`config.mk`:
```
export PLATFORM = sky130hd
export DESIGN_NAME = fsc_mul
export DESIGN_NICKNAME = d
export VERILOG_FILES = /design/src/rtl/fsc_mul.sv
export SDC_FILE = /design/constraint.sdc
export NUM_CORES = 2
export LEC_CHECK = 0
export ABC_AREA = 1
export BUFFER_PORTS_ARGS = -buffer_cell sky130_fd_sc_hd__buf_4
export CAP_MARGIN = 20
export CORE_MARGIN = 8
export CORE_UTILIZATION = 34
export CTS_BUF_LIST = sky130_fd_sc_hd__clkbuf_2 sky130_fd_sc_hd__clkbuf_4 sky130_fd_sc_hd__clkbuf_8
export DETAILED_ROUTE_END_ITERATION = 7
export PLACE_DENSITY = 0.49
export SLEW_MARGIN = 5
export SYNTH_ARGS = -nofsm -noshare
export SYNTH_HDL_FRONTEND = slang
export SYNTH_SLANG_ARGS = --single-unit
```
`constraint.sdc`:
```
create_clock -name i_clk -period 10.5 [get_ports i_clk]
set_input_delay 2.625 -clock i_clk [delete_from_list [all_inputs] [get_ports i_clk]]
set_output_delay 2.625 -clock i_clk [all_outputs]
set_load 0.005 [all_outputs]
```
`src/rtl/fsc_mul.sv`:
```
// ----------------------------------------------------------------------------
// fsc_mul
// Shared signed multiplier with a registered product.
// ----------------------------------------------------------------------------
module fsc_mul #(
    parameter int AB = 33
) (
    input  logic                   i_clk,
    input  logic signed [AB-1:0]   i_a,
    input  logic signed [AB-1:0]   i_b,
    output logic signed [2*AB-1:0] o_p
);

    logic signed [2*AB-1:0] r_p;

    // one product per cycle
    always_ff @(posedge i_clk) begin
        r_p <= i_a * i_b;
    end

    assign o_p = r_p;

endmodule

```
==> impl_metrics.py <==
metrics = {
    "worst_setup_path": {
        "worstSetupEndpointType": "flip-flop",
        "critical_path_class": "input pin to flip-flop",
        "cp.required_ns": 10.82,
        "cp_data_arrival_time_ns": 9.87,
        "worst-path-max-fanout": 33,
        "start_kind": "input pin",
    },
    "synth": {
        "syn_inst": 5543,
        "synth.distinct_cells": 35,
        "yosysTopAreaCellShare": 0.531,
        "yosys_warnings": 0,
        "postSynthAreaPerCell_um2": 7.79,
        "yosysTopAreaCell": "fa_1",
        "synthesis.area_um2": 43200,
        "syn_nets": 6972,
        "synth_seq_cells": 66,
        "ys_seq_area_frac": 0.0306,
        "yosys-top-cells-area": "fa_1 (53%), inv_1 (16%), nand2_1 (13%), ha_1 (6.3%), dfxtp_1 (3.1%)",
    },
    "layout": {
        "stdcell_count": 7099,
        "fill_cells": 13500,
        "multiInputGateArea_um2": 33800,
        "syn_to_final_growth_pct": 5.56,
        "nets": 6868,
        "largest_reg_flops": 66,
        "post_route_cells_drive_above_1_share": 0.0413,
        "ff_latch_area_um2": 1320,
    },
    "grt": {
        "antenna_found_initial": 7,
        "grt_pass1_wl_um": 207000,
        "grtUsageTotal": 0.192,
        "grt_pass1_vias": 36000,
        "grt_overflow": 0,
        "grt_max_degree": 34,
    },
    "cts": {
        "cts_max_path_buffers": 2,
        "clkTransAtPathRegs_ns": 0.08,
        "cts_buffers": 9,
        "htreeDepth": 3,
        "cts-root-buf": "clkbuf_8",
        "cts_setup_buffers": 0,
        "cts-resized-gates": 0,
        "cts_sinks": 66,
        "cts_tree": "yes",
        "hold_buffers": 0,
    },
    "outcome": {
        "status": "finished clean",
    },
    "drt": {
        "wl_um": 128000,
        "vias_per_cell": 4.51,
        "drt_iter0_drc": 1720,
        "drtPass1Iterations": 5,
        "ant_nets": 0,
        "route.detailed.drc": 0,
        "num_vias": 32000,
        "wl_per_cell_um": 18.0,
    },
    "placed_design": {
        "io_buffers": 132,
        "dp_cells": 7078,
        "gp_congestion": 0.928,
        "dp_hpwl_um": 110000,
    },
    "floorplanning": {
        "core_um2": 126000,
        "die_y_um": 372,
        "fp-row-count": 130,
        "start_util": 0.343,
        "dieWidth_um": 372,
        "io_pins": 133,
        "die-area_um2": 139000,
    },
    "sta": {
        "maxSlewViolCount": 0,
        "period_share": 0.910,
        "final_hold_viol_count": 0,
        "fmax_ghz": 0.105,
        "setup-violations-final": 0,
        "fin_crit_ns": 9.56,
        "rsz0062_at_grt": "no",
        "tightest_slew_ns": 0.827,
        "slew_headroom": 0.448,
        "fin_tns_setup_ns": 0,
    },
    "run": {
        "maxCapViolCount": 0,
    },
    "worst_hold_path": {
        "min_path_type": "input pin to flip-flop",
    },
}
-- worst max-delay path, cell delays in order --
cell     delay [ns]
buf_4          0.37
nand2_1        0.23
fa_1           0.67
fa_1           0.46
fa_1           0.57
inv_1          0.07
fa_1           1.05
fa_1           0.57
fa_1           0.51
fa_1           0.49
inv_1          0.05
fa_1           0.47
inv_1          0.04
ha_1           0.43
nand2_1        0.13
inv_1          0.13
nand2_1        0.11
nor2_1         0.15
inv_1          0.08
nor3_2         0.14
nand3_1        0.18
nand3_1        0.16
nand2_1        0.11
nand2_1        0.08
-- cells in the final DEF (no fill, tap or decap), drive strengths merged, types with 3 or more instances in the layout --
cell type	netlist	final
nand2	1534	1534
xnor2	4	4
nor2	154	154
inv	1895	1897
xor2	37	37
a21oi	65	65
nor4	5	5
dfxtp	66	66
nand3b	3	3
nand3	78	78
fa	1145	1145
ha	217	217
nor3	8	8
nand4	19	19
diode	0	5
and2	3	3
buf	1	148
o21bai	14	14
clkbuf	262	10
o21ai	23	23
or2	6	6
-- metrics by stage --
| stage | hold slack, ns | area [um^2] | utilization | worst slack [ns] |
|---|---|---|---|---|
| 2_1_floorplan | 2.89 | 43200 | - | 1.12 |
| 3_3_place_gp | 3.01 | 45400 | 0.360 | 0.549 |
| 3_5_place_dp | 3.01 | 45400 | 0.360 | 0.510 |
| 4_1_cts | 2.78 | 45600 | 0.362 | 0.911 |
| 5_1_grt | 2.80 | 45600 | 0.362 | 0.536 |
| 6_report | 2.80 | 45600 | 0.362 | 0.944 |
-- per-layer routing --
layer	wire length, um	vias up	GRT usage
met5	27	-	0
met1	54300	16400	0.244
met3	4680	173	0.0160
met4	3860	4	0.0506
met2	65100	688	0.348
li1	-	14800	-
-- area by class of cell --
type	instances	area share
Tap cell	1650	0.0453
Inverter	1895	0.156
Clock inverter	6	0.00110
Clock buffer	10	0.00302
Antenna cell	5	0.000275
Multi-Input combinational cell	3319	0.741
Timing Repair Buffer	148	0.0247
Sequential cell	66	0.0290
-- synth_stat cells, drive strengths merged --
library cell  instances
nand3                78
nor4                  5
o21a                  1
dfxtp                66
buf                   1
and2                  3
ha                  217
nor3                  8
clkbuf              262
a21o                  2
nand4                19
nor2                154
xor2                 37
a21oi                65
a21boi                1
fa                 1145
nand3b                3
inv                1895
or2                   6
xnor2                 4
nand2              1534
o21bai               14
o21ai                23
-- cells by family (layout without fill, tap and decap cells) --
kind of cell / Yosys count / count (layout) / synth area share
AOI/OAI and AO/OA: 106 / 106 / 0.0138
xor gates and xnor gates: 41 / 41 / 0.00832
adders and majority gates: 1362 / 1362 / 0.594
buffers and inverters: 2158 / 2059 / 0.188
DFF: 66 / 66 / 0.0306
other: 0 / 5 / 0
and+or+nand+nor: 1810 / 1810 / 0.166
-- worst paths after layout --
| kind | start | to | slack [ns] | cells past startpoint |
|---|---|---|---|---|
| worst min-delay path | i_b[0] | o_p[0] | 2.80 | 3 |
| worst max-delay path | i_b[9] | o_p[53] | 0.94 | 24 |
Power is not shown: default switching activity piles up to over one toggle a cycle in this logic, so the estimate is an artifact.
