`src/rtl/fsc_pkg.sv`:
```
// ----------------------------------------------------------------------------
// fsc_pkg
// Shared types and constants for the frustum sphere cull block.
// ----------------------------------------------------------------------------
package fsc_pkg;

    // request opcodes
    localparam logic OP_LOAD = 1'b0;
    localparam logic OP_TEST = 1'b1;

    localparam int PLANE_COUNT = 6;

    // plane p: 1 = row3 + row k, 0 = row3 - row k (k = p / 2)
    localparam logic [PLANE_COUNT-1:0] PLANE_ADD = 6'b011001;

    typedef enum logic [3:0] {
        S_IDLE,
        S_B_RD,
        S_B_RAW,
        S_B_MUL,
        S_B_ACC,
        S_B_ROOT,
        S_B_ROOTW,
        S_B_DIV,
        S_B_DIVW,
        S_T_RD,
        S_T_MUL,
        S_T_ACC,
        S_T_RDD,
        S_T_CHK,
        S_T_OUT
    } t_state;

    typedef enum logic {
        RD_ROOT,
        RD_DIV
    } t_rd_mode;

    typedef struct packed {
        logic     start;
        t_rd_mode mode;
    } t_rd_ctl;

    typedef struct packed {
        logic busy;
        logic done;
    } t_rd_sts;

endpackage

```
`src/rtl/fsc_rdiv.sv`:
```
// ----------------------------------------------------------------------------
// fsc_rdiv
// Bit-serial root and divide unit: one shared compare/subtract per cycle.
// ----------------------------------------------------------------------------
module fsc_rdiv
    import fsc_pkg::*;
#(
    parameter int W = 32,
    parameter int F = 16
) (
    input  logic              i_clk,
    input  logic              i_rst_n,
    input  t_rd_ctl           i_ctl,
    output t_rd_sts           o_sts,
    input  logic [2*W+1:0]    i_sq,
    input  logic [W+F-1:0]    i_num,
    input  logic [W:0]        i_den,
    output logic [W:0]        o_root,
    output logic [W+F-1:0]    o_quot
);

    localparam int R    = W + 1;
    localparam int N    = W + F;
    localparam int SB   = 2 * R;
    localparam int XB   = (SB > N) ? SB : N;
    localparam int CB   = R + 4;
    localparam int IT   = (R > N) ? R : N;
    localparam int CNTW = $clog2(IT + 1);

    logic            r_busy;
    logic            r_done;
    t_rd_mode        r_mode;
    logic [CNTW-1:0] r_cnt;
    logic [XB-1:0]   r_x;
    logic [CB-1:0]   r_rem;
    logic [R-1:0]    r_root;

    logic [CB-1:0]   cand;
    logic [CB-1:0]   trial;
    logic [CB:0]     diff;
    logic            ge;

    // shared compare/subtract
    always_comb begin
        if (r_mode == RD_ROOT) begin
            cand  = {r_rem[CB-3:0], r_x[XB-1 -: 2]};
            trial = {{(CB-R-2){1'b0}}, r_root, 2'b01};
        end else begin
            cand  = {r_rem[CB-2:0], r_x[N-1]};
            trial = {{(CB-R){1'b0}}, i_den};
        end
        diff = {1'b0, cand} - {1'b0, trial};
        ge   = !diff[CB];
    end

    // control
    always_ff @(posedge i_clk) begin
        if (!i_rst_n) begin
            r_busy <= 1'b0;
            r_done <= 1'b0;
        end else begin
            r_done <= 1'b0;
            if (i_ctl.start && !r_busy) begin
                r_busy <= 1'b1;
            end else if (r_busy && r_cnt == CNTW'(1)) begin
                r_busy <= 1'b0;
                r_done <= 1'b1;
            end
        end
    end

    // datapath
    always_ff @(posedge i_clk) begin
        if (i_ctl.start && !r_busy) begin
            r_mode <= i_ctl.mode;
            r_rem  <= '0;
            r_root <= '0;
            if (i_ctl.mode == RD_ROOT) begin
                r_x   <= XB'(i_sq) << (XB - SB);
                r_cnt <= CNTW'(R);
            end else begin
                r_x   <= XB'(i_num);
                r_cnt <= CNTW'(N);
            end
        end else if (r_busy) begin
            r_cnt <= r_cnt - CNTW'(1);
            r_rem <= ge ? diff[CB-1:0] : cand;
            if (r_mode == RD_ROOT) begin
                r_root <= {r_root[R-2:0], ge};
                r_x    <= r_x << 2;
            end else begin
                r_x <= {r_x[XB-2:0], ge};
            end
        end
    end

    assign o_sts.busy = r_busy;
    assign o_sts.done = r_done;
    assign o_root     = r_root;
    assign o_quot     = r_x[N-1:0];

endmodule

```
`config.mk`:
```
export PLATFORM = sky130hd
export DESIGN_NAME = fsc_rdiv
export DESIGN_NICKNAME = d
export VERILOG_FILES = /design/src/rtl/fsc_pkg.sv /design/src/rtl/fsc_rdiv.sv
export SDC_FILE = /design/constraint.sdc
export NUM_CORES = 1
export LEC_CHECK = 0
export BUFFER_PORTS_ARGS = -buffer_cell sky130_fd_sc_hd__buf_4
export CAP_MARGIN = 10
export CORE_ASPECT_RATIO = 1.2
export CORE_UTILIZATION = 30
export CTS_CLUSTER_SIZE = 16
export DETAILED_ROUTE_END_ITERATION = 8
export SYNTH_ARGS = -nofsm -noshare
export SYNTH_HDL_FRONTEND = slang
export SYNTH_SLANG_ARGS = --single-unit
```
`constraint.sdc`:
```
create_clock -name i_clk -period 5.5 [get_ports i_clk]
set_input_delay 0.55 -clock i_clk [delete_from_list [all_inputs] [get_ports i_clk]]
set_output_delay 0.55 -clock i_clk [all_outputs]
set_load 0.005 [all_outputs]
```
==> reports/summary.txt, run 1 <==
die area = 34300 um^2
initial core utilization = 0.304
YS warnings = 0
ranking of synthesized cells by area = edfxtp_1 22%, dfxtp_1 14%, mux2i_1 11%
simple-gate share of the synthesized area = 0.132
routed length per placed instance = 16.6 um
# rows = 73
CP Data Arrival Time = 4.38 ns
clock latency on the worst-skew pair = 0.43 ns
die height = 203 um
largest net degree at the start of global routing = 92
Peak VDD IR = 0.179 mV
CTS tree = done
grt ovf = 0
CTS Buffer Depth = 2
R2R cell count = 11
# hold bufs at CTS = 0
initial antenna violation count = 0
Post-Synth XOR/XNOR Area = 0.0287
Post-CTS Setup Bufs = 0
dpl cell area = 11800 um^2
H-Tree Depth = 4
Post-Syn Instances = 1100
Yosys reg bits = 144
Mean Syn Cell Area = 9.15 um^2
Worst Setup Start Kind = flop
Synth Flop Type = edfxtp_1
core box area = 33100 um^2
Top Ports = 234
sequential fraction of the synthesis area = 0.359
Final period util = 0.738
PostCTS Resize Cnt = 0
status = finished, final reports clean
max frequency = 246 MHz
top cell type by total area after synthesis = edfxtp_1
number of global-route vias before repair = 8415
final non-filler cell area = 12400 um^2
DR DRC count = 0
Slew Viols, Final = 0
layout cells sized above 1 = 0.263
Hold Crit Endpoint = r_done$_SDFF_PP0_
Post-Synth Adder-Cell Area = 0.0480
Initial DRC Count = 389
post-route ant nets = 0
DP HPWL = 20200 um
max-cap violation count = 0
final WL = 28100 um
PwrDens = 415 nW/um^2
FFs w/ async S/R, synth = 0
worst hold start = i_rst_n
crit path max fanout = 34
setup TNS = 0 ns
Crit Path Category = reg2reg
Hold WC Path Type = in2reg
post-synth cell types = 67
mux cell area share after synthesis = 0.143
EDFF count, synth = 73
Leak Pwr = 5.13 nW
final setup skew = 0.0157 ns
Worst Tran Pin Value = 0.863 ns
Vias/cell = 5.03
final hold viol count = 0
r2r startpoint = r_mode$_DFFE_PP_
Min-Delay Path Depth = 2
Synth Cell Area = 10100 um^2
CP Data Required Time = 5.82 ns
clock period minus worst slack = 4.06 ns
Num CTS Buffers = 17
Syn Nets = 1289
# clock sinks = 144
Setup violations, final = 0
setup slack, reg-to-reg = 1.44 ns
first-pass GRT wire length = 44100 um
main combinational cell family by area after synthesis = compound AO/OA/AOI/OAI gates
Max-slew headroom = 0.423
FF-to-FF End = r_rem[0]$_SDFFE_PP0P_
Core Util, Final = 0.374
port bufs = 233
top cell type's share of synthesized area = 0.218
routed vias = 8529
CTS clock-pin slew for the worst setup and hold paths = 0.07 ns
crit end category = flop
gr usage total = 0.162
nets = 1421
CTS root buf = clkbuf_16
die width = 169 um
Synth Area in Compound Gates = 0.213
# diodes = 0
routability cong. = 0.948
synthesis-to-layout area growth = 22.8%
Pre-antenna DRT Iters = 5
RSZ-0062 raised after global routing = false
synth_stat cells (all sizes together) (8+ instances only):
cell    instances
a211oi         51
a21o           21
a21oi         129
a31oi          12
buf            74
clkbuf         55
dfxtp          71
edfxtp         73
ha             37
inv            16
mux2           34
mux2i         106
nand2         114
nand2b         10
nand3          14
nand3b         20
nand4          11
nor2           24
nor2b          48
o21ai          70
o21bai          8
xnor2          25
xor2            8
report_power, final:
part           leakage, nW  internal, W  switching (W)
sequential            1.32      0.00134       0.000135
combinational         3.52      0.00110        0.00137
clock                0.289     0.000670       0.000511
cells in the final DEF, fill, tap and decap left out, types with 11 or more instances in the layout:
master,n
a211oi_1,50
a21o_1,20
a21oi_1,129
a31oi_1,12
buf_4,241
clkbuf_16,18
dfxtp_1,71
edfxtp_1,73
ha_1,37
inv_1,15
mux2_2,34
mux2i_1,106
nand2_1,113
nand3_1,14
nand3b_1,20
nand4_1,11
nor2_1,22
nor2b_1,48
o21ai_0,69
xnor2_1,25
per-stage QoR:
| stage | setup slack, ns | hold slack [ns] | cells | power (W) |
|---|---|---|---|---|
| after floorplan | 1.58 | 0.435 | 1100 | 0.00340 |
| after global placement | 1.56 | 0.453 | 1663 | 0.00394 |
| after detailed placement | 1.46 | 0.462 | 1663 | 0.00396 |
| after CTS | 1.45 | 0.340 | 1695 | 0.00517 |
| after global routing | 1.19 | 0.352 | 1695 | 0.00549 |
| final | 1.44 | 0.357 | 1695 | 0.00513 |
flip-flops by register name, indices dropped and copies added (netlist names):
name	flops
r_done	1
r_mode	1
r_x	66
r_cnt	6
o_root	33
r_rem	36
r_busy	1
area by class of cell:
cell class	instances	area (um^2)
clock buffers	19	464
flip-flops and latches	144	3610
repair buffers	242	1830
clock inverters	13	123
multi-input cells	811	5700
well taps	450	563
inverters	16	63.8
fillers	3386	20700
worst max-delay path, cell delays in order, from the launching register on:
cell       delay, ns
edfxtp_1        0.40
buf_4           0.43
mux2_2          0.40
ha_1            0.38
a21o_1          0.23
a21o_2          0.25
a2111oi_4       0.39
o41ai_2         0.17
o21bai_4        0.44
and2_4          0.46
nand2_1         0.11
a32o_1          0.28
metal layers:
metal | track usage | routed length [um]
met5 | 0 | 0
met4 | 0.0602 | 693
met3 | 0.0322 | 1400
met2 | 0.284 | 13700
met1 | 0.196 | 12400
kinds of logic (layout without fill, tap and decap cells):
logic type | Yosys count | count (layout)
AOI/OAI and AO/OA | 336 | 336
buffers and inverters | 145 | 290
muxes | 140 | 140
xor gates and xnor gates | 33 | 33
adders and majority gates | 38 | 38
DFF | 144 | 144
and+or+nand+nor | 264 | 264
worst max-delay path by stage:
stage | from | end | slack [ns] | cells past startpoint
finish | r_mode$_DFFE_PP_ | r_rem[0]$_SDFFE_PP0P_ | 1.44 | 11
global route | r_mode$_DFFE_PP_ | r_rem[0]$_SDFFE_PP0P_ | 1.19 | 11
CTS | r_mode$_DFFE_PP_ | r_rem[0]$_SDFFE_PP0P_ | 1.45 | 11
detailed placement | r_mode$_DFFE_PP_ | r_rem[0]$_SDFFE_PP0P_ | 1.46 | 11
global placement | r_mode$_DFFE_PP_ | r_rem[0]$_SDFFE_PP0P_ | 1.56 | 11
floorplan | r_mode$_DFFE_PP_ | r_rem[0]$_SDFFE_PP0P_ | 1.58 | 15
No activity file was read; power rests on OpenSTA's default activity.
==> run 2: changes to the inputs <==
Settings changed: ABC_AREA from default to 1.
Clock period 5.5 ns to 3.93 ns, I/O delays scaled along.
==> reports/summary.txt, run 2 <==
status = finished, final reports clean (unchanged)
routed vias = 11100 (was 8529)
Sw Share = 0.412 (was 0.394)
layout cells sized above 1 = 0.171 (was 0.263)
port bufs = 233 (unchanged)
Setup violations, final = 0 (unchanged)
number of global-route vias before repair = 10900 (was 8415)
commonest non-fill, non-tap cell in the layout = nand2_1 (was buf_4)
main combinational cell family by area after synthesis = simple AND/OR/NAND/NOR gates (was compound AO/OA/AOI/OAI gates)
Leak Pwr = 6.57 nW (was 5.13 nW)
CP bufs+invs = 5 (was 1)
max reg flops = 66 (unchanged)
initial core utilization = 0.308 (was 0.304)
Post-Synth Adder-Cell Area = 0.0445 (was 0.0480)
PostCTS Resize Cnt = 0 (unchanged)
FFs w/ async S/R, synth = 0 (unchanged)
Top Ports = 234 (unchanged)
final setup skew = 0.0202 ns (was 0.0157 ns)
first-pass GRT wire length = 58600 um (was 44100 um)
setup TNS = 0 ns (unchanged)
final WL = 37200 um (was 28100 um)
die area = 37000 um^2 (was 34300 um^2)
post-route ant nets = 0 (unchanged)
post-synth cell types = 37 (was 67)
Placed Cells = 2240 (was 1663)
Most flops, register = r_x (unchanged)
CP dominant cell by count = nand2_1
RSZ-0062 raised after global routing = false (unchanged)
# diodes = 0 (unchanged)
Slew Viols, Final = 0 (unchanged)
setup slack, reg-to-reg = 0.59 ns (was 1.44 ns)
max frequency = 300 MHz (was 246 MHz)
synthesis-to-layout area growth = 22.7% (was 22.8%)
Hold WC Path Type = in2reg (unchanged)
part of the power in registers = 0.294 (was 0.288)
YS warnings = 0 (unchanged)
Design Power = 0.00738 W (was 0.00513 W)
Yosys reg bits = 144 (unchanged)
DR DRC count = 0 (unchanged)
Synth Cell Area = 10900 um^2 (was 10100 um^2)
Syn Nets = 1842 (was 1289)
clock latency on the worst-skew pair = 0.44 ns (was 0.43 ns)
CTS root buf = clkbuf_16 (unchanged)
commonest cells in the netlist = 426 x nand2_1, 246 x nor2_1, 201 x inv_1, 199 x o21ai_0, 73 x edfxtp_1 (was 129 x a21oi_1, 113 x nand2_1, 106 x mux2i_1, 73 x edfxtp_1, 71 x dfxtp_1)
largest net degree at the start of global routing = 80 (was 92)
R2R cell count = 17 (was 11)
routed length per placed instance = 16.4 um (was 16.6 um)
r2r startpoint = r_mode$_DFFE_PP_ (unchanged)
pre-CTS setup slack = 0.591 ns (was 1.46 ns)
Initial DRC Count = 686 (was 389)
Synth Flop Type = edfxtp_1 (unchanged)
most frequent cells in the layout = 426 x nand2_1, 246 x buf_4, 243 x nor2_1 (was 241 x buf_4, 129 x a21oi_1, 113 x nand2_1)
Peak VDD IR = 0.303 mV (was 0.179 mV)
Synth Area in Compound Gates = 0.149 (was 0.213)
# hold bufs at CTS = 0 (unchanged)
gr usage total = 0.202 (was 0.162)
CP Data Required Time = 4.11 ns (was 5.82 ns)
Final Worst Setup Slack = 0.594 ns (was 1.44 ns)
Post-Synth XOR/XNOR Area = 0.0129 (was 0.0287)
CP endpoint = r_x[0]$_DFFE_PP_ (was r_rem[0]$_SDFFE_PP0P_)
clock share of power = 0.247 (was 0.230)
non-filler cells, final = 2272 (was 1695)
# clock sinks = 144 (unchanged)
most numerous cell in the Yosys netlist = nand2_1 (was a21oi_1)
CP peak stage delay = 0.50 ns (was 0.46 ns)
Worst Setup Start Kind = flop (unchanged)
crit-path cells = inv_2, buf_12, nand2_1, o21ai_0, inv_1, ha_1, nand2_1, inv_1, nand2_1, nand2_1, a21oi_1, nand2_1, nand2_2, nand3_2, buf_12, nand3_1, o21ai_0 (was buf_4, mux2_2, ha_1, a21o_1, a21o_2, a2111oi_4, o41ai_2, o21bai_4, and2_4, nand2_1, a32o_1)
critical path startpoint = r_mode$_DFFE_PP_ (unchanged)
Final period util = 0.849 (was 0.738)
Crit Path Category = reg2reg (unchanged)
die width = 176 um (was 169 um)
mux cell area share after synthesis = 0.0286 (was 0.143)
Int Pwr = 0.00434 W (was 0.00311 W)
initial antenna violation count = 0 (unchanged)
Net Sw Power = 0.00304 W (was 0.00202 W)
PwrDens = 554 nW/um^2 (was 415 nW/um^2)
max-cap violation count = 0 (unchanged)
CTS Buffer Depth = 2 (unchanged)
Comb power frac = 0.460 (was 0.482)
Post-CTS Setup Bufs = 0 (unchanged)
Max-slew headroom = 0.284 (was 0.423)
H-Tree Depth = 4 (unchanged)
FF-to-FF End = r_x[0]$_DFFE_PP_ (was r_rem[0]$_SDFFE_PP0P_)
top cell type's share of synthesized area = 0.202 (was 0.218)
routability cong. = 0.986 (was 0.948)
CTS tree = done (unchanged)
clock period minus worst slack = 3.34 ns (was 4.06 ns)
crit path max fanout = 39 (was 34)
final hold viol count = 0 (unchanged)
family with the most delay on the worst path = buffers and inverters (was compound AO/OA/AOI/OAI gates)
EDFF count, synth = 73 (unchanged)
Num CTS Buffers = 17 (unchanged)
CTS clock-pin slew for the worst setup and hold paths = 0.06 ns (was 0.07 ns)
Mean Syn Cell Area = 6.57 um^2 (was 9.15 um^2)
CP max stage cell = edfxtp_1 (was and2_4)
Vias/cell = 4.90 (was 5.03)
fillers = 3841 (was 3386)
Worst path depth = 17 (was 11)
sequential fraction of the synthesis area = 0.333 (was 0.359)
Worst Tran Pin Value = 1.07 ns (was 0.863 ns)
ranking of synthesized cells by area = edfxtp_1 20%, nand2_1 15%, dfxtp_1 13% (was edfxtp_1 22%, dfxtp_1 14%, mux2i_1 11%)
core box area = 35300 um^2 (was 33100 um^2)
crit end category = flop (unchanged)
Post-Syn Instances = 1653 (was 1100)
die height = 210 um (was 203 um)
CP Data Arrival Time = 3.51 ns (was 4.38 ns)
simple-gate share of the synthesized area = 0.297 (was 0.132)
nets = 1986 (was 1421)
# rows = 75 (was 73)
Pre-antenna DRT Iters = 5 (unchanged)
top cell type by total area after synthesis = edfxtp_1 (unchanged)
Min-Delay Path Depth = 3 (was 2)
DP HPWL = 27800 um (was 20200 um)
grt ovf = 0 (unchanged)
## run 2: cell types whose count changed after synthesis, sizes merged, moves of 46 or more
cell,change
o21ai,+146
nor2,+223
a211oi,-51
mux2i,-75
inv,+185
nand2,+317
nand3,+49
nor2b,-48
o22ai,+46
a21oi,-97
## run 2: worst register-to-register path, stage by stage (launching register included)
cell	delay, ns
edfxtp_1	0.50
inv_2	0.28
buf_12	0.23
nand2_1	0.07
o21ai_0	0.07
inv_1	0.08
ha_1	0.35
nand2_1	0.13
inv_1	0.05
nand2_1	0.06
nand2_1	0.07
a21oi_1	0.27
nand2_1	0.11
nand2_2	0.08
nand3_2	0.26
buf_12	0.29
nand3_1	0.10
o21ai_0	0.09
## run 2: worst min path at each step
| stage | startpoint | to | slack (ns) |
|---|---|---|---|
| after floorplan | r_rem[2]$_SDFFE_PP0P_ | r_rem[2]$_SDFFE_PP0P_ | 0.43 |
| after global placement | r_rem[12]$_SDFFE_PP0P_ | r_rem[12]$_SDFFE_PP0P_ | 0.45 |
| after detailed placement | r_rem[4]$_SDFFE_PP0P_ | r_rem[4]$_SDFFE_PP0P_ | 0.45 |
| after CTS | i_rst_n | r_busy$_SDFFE_PN0P_ | 0.17 |
| after global routing | i_rst_n | r_done$_SDFF_PP0_ | 0.19 |
| final | i_rst_n | r_busy$_SDFFE_PN0P_ | 0.19 |
## run 2: cell type report
| class | count | area (um^2) | share of cell area |
|---|---|---|---|
| clock buffers | 22 | 485 | 0.0364 |
| clock inverters | 10 | 156 | 0.0117 |
| inverters | 202 | 758 | 0.0569 |
| multi-input cells | 1181 | 5790 | 0.434 |
| flip-flops and latches | 144 | 3610 | 0.271 |
| well taps | 462 | 578 | 0.0434 |
| repair buffers | 251 | 1950 | 0.146 |
## run 2: logic make-up (layout without fill, tap and decap cells)
| kind of cell | after synthesis | in the layout |
|---|---|---|
| adder cells (fa/ha/maj) | 38 | 38 |
| flip-flops | 144 | 144 |
| AND/OR/NAND/NOR | 792 | 792 |
| multiplexers | 31 | 31 |
| XOR/XNOR | 16 | 16 |
| AO/OA/AOI/OAI | 304 | 304 |
| buffers and inverters | 328 | 485 |
## run 2: routing by layer
metal | GRT usage | vias to the layer above | share of wire | wire (um)
li1 | - | 5582 | - | -
met2 | 0.351 | 385 | 0.49 | 18100
met4 | 0.0954 | 0 | 0.040 | 1470
met5 | 0 | - | 0 | 0
met1 | 0.237 | 5113 | 0.41 | 15300
met3 | 0.0426 | 62 | 0.063 | 2350
## run 2: power by group through the flow
stage	clock network (W)	logic [W]	registers, W
floorplan	0	0.00251	0.00210
global placement	0	0.00335	0.00219
detailed placement	0	0.00336	0.00219
CTS	0.00185	0.00338	0.00216
global route	0.00189	0.00385	0.00220
finish	0.00182	0.00339	0.00217
## run 2: through the flow
stage	hold slack, ns	cell area (um^2)	util
floorplan	0.428	10900	-
global placement	0.446	12700	0.359
detailed placement	0.446	12700	0.359
CTS	0.175	13300	0.378
global route	0.190	13300	0.378
finish	0.186	13300	0.378
